<file path="src/design/tst_pkg.sv">
// tst_pkg: shared types and codes for the timer slot table.
// Used by tst_mem and timer_slot_table; no dependencies.
`default_nettype none

package tst_pkg;

    localparam int SLOTS_DEF   = 16;
    localparam int MAX_RESULTS = 16;
    localparam int NRES_W      = $clog2(MAX_RESULTS + 1);

    localparam int ID_W    = 16;
    localparam int DELAY_W = 32;

    // request actions
    localparam logic [1:0] ACT_SCHED = 2'd0;
    localparam logic [1:0] ACT_KILL  = 2'd1;
    localparam logic [1:0] ACT_TICK  = 2'd2;

    // result kinds
    localparam logic KIND_STATUS = 1'b0;
    localparam logic KIND_FIRE   = 1'b1;

    // status codes
    localparam logic [1:0] ST_OK        = 2'd0;
    localparam logic [1:0] ST_BAD_ID    = 2'd1;
    localparam logic [1:0] ST_FULL      = 2'd2;
    localparam logic [1:0] ST_NOT_FOUND = 2'd3;

    // one memory word per slot
    typedef struct packed {
        logic [ID_W-1:0]    id;
        logic [DELAY_W-1:0] delay;
        logic [DELAY_W-1:0] elapsed;
        logic               periodic;
    } t_slot;

    typedef struct packed {
        logic            kind;
        logic [1:0]      status;
        logic [ID_W-1:0] fired_id;
        logic            one_shot;
        logic            last;
    } t_result;

endpackage

`default_nettype wire

</file>
<file path="src/design/tst_mem.sv">
// tst_mem: slot memory, one write port and one read port, registered read.
// Depends on tst_pkg for the slot word type.
`default_nettype none

module tst_mem
    import tst_pkg::*;
#(
    parameter int SLOTS = SLOTS_DEF,
    localparam int IDXW = (SLOTS > 1) ? $clog2(SLOTS) : 1
) (
    input  wire logic            i_clk,
    input  wire logic            i_we,
    input  wire logic [IDXW-1:0] i_waddr,
    input  wire t_slot           i_wdata,
    input  wire logic            i_re,
    input  wire logic [IDXW-1:0] i_raddr,
    output t_slot                o_rdata
);

    t_slot r_mem [SLOTS];
    t_slot r_rdata;

    always_ff @(posedge i_clk) begin
        if (i_we) begin
            r_mem[i_waddr] <= i_wdata;
        end
    end

    // read data holds while no read is issued
    always_ff @(posedge i_clk) begin
        if (i_re) begin
            r_rdata <= r_mem[i_raddr];
        end
    end

    assign o_rdata = r_rdata;

endmodule

`default_nettype wire

</file>
<file path="src/design/timer_slot_table.sv">
// timer_slot_table: table of software timers keyed by id (schedule, kill, tick).
// Depends on tst_pkg and tst_mem.
//
//   channel | direction | handshake              | payload
//   --------+-----------+------------------------+-------------------------------------
//   in      | to block  | i_in_valid / o_in_ready | action, timer_id, delay, periodic
//   out     | from block| o_out_valid / i_out_ready | kind, status, fired_id,
//           |           |                        | was_one_shot, last
//
// Sweep: every schedule, kill or tick request sweeps all SLOTS entries of the
//   slot memory, one entry per cycle through its single read port while the
//   sweep is not stalled; a schedule with zero delay adds a fire state after it.
// Reset: synchronous, active low; valid bits are cleared, the memory is
//   never cleared (an entry's data is only used while its valid bit is set).
// Stalls: the output register is held until taken; a tick sweep pauses when a
//   second fire needs to leave while the output is still occupied.
`default_nettype none

module timer_slot_table
    import tst_pkg::*;
#(
    parameter int SLOTS = SLOTS_DEF
) (
    input  wire logic               i_clk,
    input  wire logic               i_rst_n,
    // request channel
    input  wire logic               i_in_valid,
    output logic                    o_in_ready,
    input  wire logic [1:0]         i_action,
    input  wire logic [ID_W-1:0]    i_timer_id,
    input  wire logic [DELAY_W-1:0] i_delay,
    input  wire logic               i_periodic,
    // result channel
    output logic                    o_out_valid,
    input  wire logic               i_out_ready,
    output logic                    o_kind,
    output logic [1:0]              o_status,
    output logic [ID_W-1:0]         o_fired_id,
    output logic                    o_was_one_shot,
    output logic                    o_last
);

    localparam int IDXW = (SLOTS > 1) ? $clog2(SLOTS) : 1;

    typedef enum logic [2:0] {
        S_IDLE,
        S_SWEEP,   // walk all slots, one memory read per cycle unless stalled
        S_FINISH,  // schedule/kill: apply and report status
        S_FIRE0,   // schedule with zero delay: immediate fire result
        S_TFLUSH   // tick: release the held fire as the last result
    } t_state;

    t_state              r_state;

    // latched request
    logic [1:0]          r_act;
    logic [ID_W-1:0]     r_id;
    logic [DELAY_W-1:0]  r_delay;
    logic                r_per;

    logic                r_valid [SLOTS];
    logic [IDXW-1:0]     r_ev_idx;     // slot whose read data is on o_rdata

    // search results for schedule/kill
    logic                r_m_vld;
    logic [IDXW-1:0]     r_m_idx;
    logic                r_f_vld;
    logic [IDXW-1:0]     r_f_idx;

    // one fire is held back so the final one can carry last
    logic                r_h_vld;
    logic [ID_W-1:0]     r_h_id;
    logic                r_h_one;
    logic [NRES_W-1:0]   r_nres;

    logic                r_o_vld;
    t_result             r_out;

    // memory ports
    logic                mem_we;
    logic [IDXW-1:0]     mem_waddr;
    t_slot               mem_wdata;
    logic                mem_re;
    logic [IDXW-1:0]     mem_raddr;
    t_slot               rd;

    // sweep datapath
    logic                ev_valid;
    logic [DELAY_W-1:0]  el_inc;
    logic                fire;
    logic                is_tick;
    logic                report;
    logic                out_free;
    logic                stall;
    logic                advance;
    logic                last_slot;

    // finish logic
    logic                sched_found;
    logic [IDXW-1:0]     sched_slot;
    logic                sched_ok;

    logic                push;
    t_result             n_out;

    tst_mem #(
        .SLOTS (SLOTS)
    ) u_mem (
        .i_clk   (i_clk),
        .i_we    (mem_we),
        .i_waddr (mem_waddr),
        .i_wdata (mem_wdata),
        .i_re    (mem_re),
        .i_raddr (mem_raddr),
        .o_rdata (rd)
    );

    assign out_free  = !r_o_vld || i_out_ready;
    assign is_tick   = (r_act == ACT_TICK);
    assign ev_valid  = r_valid[r_ev_idx];
    // elapsed count saturates at all ones
    assign el_inc    = (&rd.elapsed) ? rd.elapsed : rd.elapsed + DELAY_W'(1);
    assign fire      = ev_valid && (el_inc >= rd.delay);
    // fires past the result limit update state but are not reported
    assign report    = is_tick && fire && (r_nres < NRES_W'(MAX_RESULTS));
    assign stall     = report && r_h_vld && !out_free;
    assign advance   = (r_state == S_SWEEP) && !stall;
    assign last_slot = (r_ev_idx == IDXW'(SLOTS - 1));

    assign sched_found = r_m_vld || r_f_vld;
    assign sched_slot  = r_m_vld ? r_m_idx : r_f_idx;
    assign sched_ok    = (r_id != '0) && sched_found;

    // memory access: reads walk the slots, writes are tick updates or a schedule
    always_comb begin
        mem_re    = 1'b0;
        mem_raddr = '0;
        mem_we    = 1'b0;
        mem_waddr = r_ev_idx;
        mem_wdata = rd;
        if (r_state == S_IDLE) begin
            mem_re = i_in_valid;
        end else if (advance) begin
            mem_re    = !last_slot;
            mem_raddr = IDXW'(r_ev_idx + 1'b1);
            if (is_tick && ev_valid) begin
                mem_we            = 1'b1;
                mem_wdata.elapsed = fire ? '0 : el_inc;
            end
        end else if (r_state == S_FINISH && r_act == ACT_SCHED && sched_ok && out_free) begin
            mem_we             = 1'b1;
            mem_waddr          = sched_slot;
            mem_wdata.id       = r_id;
            mem_wdata.delay    = r_delay;
            mem_wdata.elapsed  = '0;
            mem_wdata.periodic = r_per;
        end
    end

    // next result into the output register
    always_comb begin
        push           = 1'b0;
        n_out.kind     = KIND_STATUS;
        n_out.status   = ST_OK;
        n_out.fired_id = '0;
        n_out.one_shot = 1'b0;
        n_out.last     = 1'b1;
        unique case (r_state)
            S_SWEEP: begin
                push           = advance && report && r_h_vld;
                n_out.kind     = KIND_FIRE;
                n_out.fired_id = r_h_id;
                n_out.one_shot = r_h_one;
                n_out.last     = 1'b0;
            end
            S_FINISH: begin
                push = out_free;
                if (r_id == '0) begin
                    n_out.status = ST_BAD_ID;
                end else if (r_act == ACT_SCHED) begin
                    n_out.status = sched_found ? ST_OK : ST_FULL;
                    n_out.last   = !(sched_found && (r_delay == '0));
                end else begin
                    n_out.status = r_m_vld ? ST_OK : ST_NOT_FOUND;
                end
            end
            S_FIRE0: begin
                push           = out_free;
                n_out.kind     = KIND_FIRE;
                n_out.fired_id = r_id;
            end
            S_TFLUSH: begin
                push           = out_free && r_h_vld;
                n_out.kind     = KIND_FIRE;
                n_out.fired_id = r_h_id;
                n_out.one_shot = r_h_one;
            end
            default: begin
                push = 1'b0;
            end
        endcase
    end

    always_ff @(posedge i_clk) begin
        if (!i_rst_n) begin
            r_state <= S_IDLE;
            r_o_vld <= 1'b0;
            r_h_vld <= 1'b0;
            for (int k = 0; k < SLOTS; k++) begin
                r_valid[k] <= 1'b0;
            end
        end else begin
            if (push) begin
                r_o_vld <= 1'b1;
                r_out   <= n_out;
            end else if (i_out_ready) begin
                r_o_vld <= 1'b0;
            end

            unique case (r_state)
                S_IDLE: begin
                    if (i_in_valid) begin
                        r_act    <= i_action;
                        r_id     <= i_timer_id;
                        r_delay  <= i_delay;
                        r_per    <= i_periodic;
                        r_ev_idx <= '0;
                        r_m_vld  <= 1'b0;
                        r_f_vld  <= 1'b0;
                        r_h_vld  <= 1'b0;
                        r_nres   <= '0;
                        // an unknown action is taken and dropped
                        if (i_action == ACT_SCHED || i_action == ACT_KILL ||
                            i_action == ACT_TICK) begin
                            r_state <= S_SWEEP;
                        end
                    end
                end
                S_SWEEP: begin
                    if (advance) begin
                        if (is_tick) begin
                            if (fire && !rd.periodic) begin
                                r_valid[r_ev_idx] <= 1'b0;
                            end
                            if (report) begin
                                r_h_vld <= 1'b1;
                                r_h_id  <= rd.id;
                                r_h_one <= !rd.periodic;
                                r_nres  <= NRES_W'(r_nres + 1'b1);
                            end
                        end else begin
                            if (ev_valid && rd.id == r_id && !r_m_vld) begin
                                r_m_vld <= 1'b1;
                                r_m_idx <= r_ev_idx;
                            end
                            // lowest free slot
                            if (!ev_valid && !r_f_vld) begin
                                r_f_vld <= 1'b1;
                                r_f_idx <= r_ev_idx;
                            end
                        end
                        if (last_slot) begin
                            r_state <= is_tick ? S_TFLUSH : S_FINISH;
                        end else begin
                            r_ev_idx <= IDXW'(r_ev_idx + 1'b1);
                        end
                    end
                end
                S_FINISH: begin
                    if (out_free) begin
                        r_state <= S_IDLE;
                        if (r_id != '0) begin
                            if (r_act == ACT_SCHED) begin
                                if (sched_found) begin
                                    r_valid[sched_slot] <= 1'b1;
                                    if (r_delay == '0) begin
                                        r_state <= S_FIRE0;
                                    end
                                end
                            end else if (r_m_vld) begin
                                r_valid[r_m_idx] <= 1'b0;
                            end
                        end
                    end
                end
                S_FIRE0: begin
                    if (out_free) begin
                        r_state <= S_IDLE;
                    end
                end
                S_TFLUSH: begin
                    if (!r_h_vld || out_free) begin
                        r_h_vld <= 1'b0;
                        r_state <= S_IDLE;
                    end
                end
                default: begin
                    r_state <= S_IDLE;
                end
            endcase
        end
    end

    assign o_in_ready     = (r_state == S_IDLE);
    assign o_out_valid    = r_o_vld;
    assign o_kind         = r_out.kind;
    assign o_status       = r_out.status;
    assign o_fired_id     = r_out.fired_id;
    assign o_was_one_shot = r_out.one_shot;
    assign o_last         = r_out.last;

endmodule

`default_nettype wire

</file>
<file path="config.mk">
export PLATFORM = sky130hd
export DESIGN_NAME = timer_slot_table
export DESIGN_NICKNAME = d
export VERILOG_FILES = /design/src/design/tst_pkg.sv /design/src/design/tst_mem.sv /design/src/design/timer_slot_table.sv
export SDC_FILE = /design/constraint.sdc
export NUM_CORES = 2
export LEC_CHECK = 0
export BUFFER_PORTS_ARGS = -buffer_cell sky130_fd_sc_hd__clkbuf_2
export CORE_MARGIN = 2
export CORE_UTILIZATION = 60
export CTS_BUF_LIST = sky130_fd_sc_hd__clkbuf_16
export CTS_CLUSTER_DIAMETER = 80
export DETAILED_ROUTE_END_ITERATION = 10
export PLACE_DENSITY_LB_ADDON = 0.15
export SLEW_MARGIN = 20
export SYNTH_ARGS = -nofsm -noshare
export SYNTH_HDL_FRONTEND = slang
export SYNTH_HIERARCHICAL = 1
export SYNTH_SLANG_ARGS = --single-unit
</file>
<file path="constraint.sdc">
create_clock -name i_clk -period 32.4 [get_ports i_clk]
set_input_delay 1.62 -clock i_clk [delete_from_list [all_inputs] [get_ports i_clk]]
set_output_delay 1.62 -clock i_clk [all_outputs]
set_load 0.02 [all_outputs]
</file>
==> impl_metrics.csv <==
group,metric,value,unit
place,place_inst,4161,
critical_path,crit_arrival,9.21,ns
global_routing,grt_pass1_wl,202,mm
place,globalplace.congestion,0.882,
die,die_x,318,um
yosys,ys.flop_type,"edfxtp_1",
global_routing,antenna_found_initial,1,
clock_network,ctsHoldBuffers,0,
power_and_ir_drop,vdd_ir_drop_max,0.0543,mV
die,io_pins,78,
power_and_ir_drop,leakage,21.1,nW
place,dp_hpwl,71.2,mm
yosys,synth.distinct_cells,75,
die,initial_utilization,0.604,
power_and_ir_drop,clockPowerShare,0.314,
yosys,synthTopCellsByArea,"edfxtp_1 75%, mux4_2 12%, a22oi_1 2.1%",
route,dr_total_vias,30000,
yosys,yosysTopAreaCellShare,0.752,
yosys,synth_area,59300,sq um
power_and_ir_drop,switchingPower,1.47,mW
clock_network,cts_htree_levels,4,
sta,slew_violations,0,
critical_path,crit_type,"reg -> reg",
power_and_ir_drop,power_density,80.7,nW/um^2
route,drc,0,
yosys,yosys_warnings,6,
sta,finClkSkew,0.0293,ns
yosys,async_flop_share,0,
clock_network,clock-sinks,1510,
power_and_ir_drop,comb_power_share,0.196,
sta,worstMarginPinSlew,1.14,ns
clock_network,ctsResizeCount,0,
cells_and_area,num_antenna_cells,0,
sta,hold_viol,0,
sta,relSlewSlack,0.238,
yosys,ys_ff_latch,1510,
die,die_height,318,um
power_and_ir_drop,p_int,3.87,mW
yosys,synth-edff-count,1485,
cells_and_area,final_core_util,0.674,
critical_path,worst_r2r_startpoint,"u_mem/o_rdata[25]",
critical_path,rr_worst_depth,21,
yosys,synth_top_cell_by_area,"edfxtp_1",
clock_network,clockBufferDepth,3,
sta,rsz0062_at_grt,"false",
critical_path,cp-start-kind,"flip-flop",
job,max_cap_viol_count,0,
status,status,"completed",
sta,fin_crit,8.72,ns
critical_path,cpLargestDelayFamily,"buffers and inverters",
sta,timing.hold.ws,0.459,ns
min_path,worstHoldStart,"r_valid[10]",
route,first_iter_violations,3817,
critical_path,cp_slowest_stage_delay,0.87,ns
critical_path,worst_path_most_repeated_cell,"buf_4",
place,port-buffer-count,77,
die,num_rows,115,
route,dr.pass1.iters,6,
min_path,hold_path.class,"reg -> reg",
critical_path,critPathSlowestCell,"buf_4",
cells_and_area,fillers,6166,
die,core_area,98100,sq um
critical_path,critPathRequiredTime,32.89,ns
critical_path,rr_endpoint,"u_mem/o_rdata[19]",
cells_and_area,final_common_cell,"edfxtp_1",
cells_and_area,layout.cells.non_filler,4425,
global_routing,grt_max_degree,111,
die,die_area,101000,sq um
power_and_ir_drop,switching_share,0.276,
global_routing,grt_usage,0.276,
clock_network,root_buffer,"clkbuf_16",
yosys,syn-num-nets,2970,
sta,setup_tns,0,ns
clock_network,clock_latency,0.76,ns
sta,period_share,0.269,
critical_path,crit_buf_inv,4,
sta,max_freq,115,MHz
yosys,yosysSeqAreaShare,0.760,
critical_path,end_kind,"flip-flop",
critical_path,critical_path.cell_chain,"and3_1 -> nand4_1 -> nor4_2 -> nor2_1 -> nand4_1 -> xnor2_1 -> ha_1 -> a21o_1 -> a21oi_1 -> o32ai_1 -> o41a_1 -> o21ai_2 -> nand2_1 -> nor2_4 -> buf_4 -> buf_4 -> buf_4 -> buf_4 -> mux4_2 -> a22oi_1 -> nand2_1",
power_and_ir_drop,pwr-share-seq,0.490,
yosys,synth.avg_cell_area,20.6,sq um
clock_network,clk_pin_slew,0.06,ns
sta,setup-violations-final,0,
cells_and_area,syn2layout_area_growth,11.6,%
cells_and_area,finalNetCount,3114,
route,wl_per_cell,31.2,um
route,drt.antenna.violating_nets,0,
global_routing,overflow,0,
cells_and_area,drive_gt1_frac,0.245,
critical_path,reg2reg_setup_slack,23.68,ns
min_path,min_to,"r_valid[10]",
route,drt_wl_total,138,mm
clock_network,cts_tree,"yes",
yosys,syn_inst,2880,
critical_path,worstPathMaxFanout,46,
clock_network,cts_buffers,148,
global_routing,grt_pass1_vias,30200,
route,vias_per_cell,6.78,
min_path,min_path_cells,2,
cells_and_area,final_cell_mix,"1485 x edfxtp_1, 325 x mux4_2, 166 x a22oi_1",
clock_network,post_cts_buffers,0,
-- cell type report --
cell class	instances	area (sq um)	share of cell area
clock buffers	153	3830	0.0579
flip-flops and latches	1510	45100	0.681
multi-input cells	1165	13500	0.204
clock inverters	111	942	0.0142
well taps	1287	1610	0.0243
repair buffers	140	973	0.0147
inverters	59	221	0.00335
-- routing by layer --
| metal | vias to the layer above | wire length [um] | GRT usage |
|---|---|---|---|
| met2 | 1523 | 67100 | 0.437 |
| met5 | - | 13 | 0 |
| met1 | 15900 | 55200 | 0.401 |
| met3 | 225 | 12800 | 0.0551 |
| li1 | 12300 | - | - |
| met4 | 2 | 3070 | 0.0751 |
-- worst reg2reg max path: cells and delay by family (launching register included) --
family	cells	cell delay, ns
AO/OA/AOI/OAI	6	1.49
flip-flops	1	0.45
AND/OR/NAND/NOR	8	2.18
XOR/XNOR	1	0.16
adder cells (fa/ha/maj)	1	0.28
multiplexers	1	0.65
buffers and inverters	4	3.27
-- metrics by stage --
stage	power, mW	setup slack [ns]	instance area (sq um)
2_1_floorplan	3.34	22.01	59300
6_report	5.34	23.68	66200
4_1_cts	5.36	23.51	66100
3_3_place_gp	3.65	23.75	61300
5_1_grt	5.54	22.78	66200
3_5_place_dp	3.69	23.57	61400
-- flip-flops by register name, summed over array words and instances, names as in the netlist, 2 cells and up, named ones only --
signal         flops
r_delay           32
r_nres             5
u_mem/r_mem     1296
o_status           2
r_state            3
r_h_id            16
u_mem/o_rdata     81
r_act              2
r_valid           16
r_id              16
r_m_idx            4
r_f_idx            4
o_fired_id        16
r_ev_idx           4
-- power by group through the flow --
stage | registers, mW | clock network, mW | logic, mW
finish | 2.61 | 1.68 | 1.05
CTS | 2.61 | 1.70 | 1.05
global placement | 2.65 | 0 | 1.00
global route | 2.62 | 1.78 | 1.14
floorplan | 2.61 | 0 | 0.735
detailed placement | 2.65 | 0 | 1.04
-- cell families (layout without fill, tap and decap cells) --
kind of cell,count (synthesis),after routing,synth area share
multiplexers,410,410,0.140
flip-flops,1510,1510,0.760
buffers and inverters,205,463,0.0158
adder cells (fa/ha/maj),35,35,0.00738
AO/OA/AOI/OAI,312,312,0.0398
XOR/XNOR,51,51,0.00753
AND/OR/NAND/NOR,357,357,0.0293
-- how the worst max path moves through the flow --
stage | startpoint | to | slack [ns] | cells after the start
after floorplan | u_mem/o_rdata[16] | u_mem/r_mem[0][0] | 22.01 | 18
after global placement | u_mem/o_rdata[25] | u_mem/o_rdata[19] | 23.75 | 21
after detailed placement | u_mem/o_rdata[25] | u_mem/o_rdata[19] | 23.57 | 21
after CTS | u_mem/o_rdata[25] | u_mem/o_rdata[22] | 23.51 | 21
after global routing | u_mem/o_rdata[25] | u_mem/o_rdata[19] | 22.78 | 21
final | u_mem/o_rdata[25] | u_mem/o_rdata[19] | 23.68 | 21
-- Yosys cell counts (all sizes together), types with 3 or more instances --
cell	n
edfxtp	1485
mux4	329
a22oi	166
nand2	140
buf	79
clkbuf	67
inv	58
mux2	52
nor2	51
nand3	40
ha	35
xnor2	31
mux2i	29
dfxtp	25
a22o	24
o21ai	24
a211oi	20
and3	20
nor4	20
xor2	20
nand4	19
a21oi	17
nor3	16
o2111ai	15
and2	11
nor2b	10
or3	8
a21o	6
o211ai	6
nand2b	5
a211o	4
and4	4
or2	4
o21a	3
o2bb2ai	3
Power figures use the tool's default switching activity.
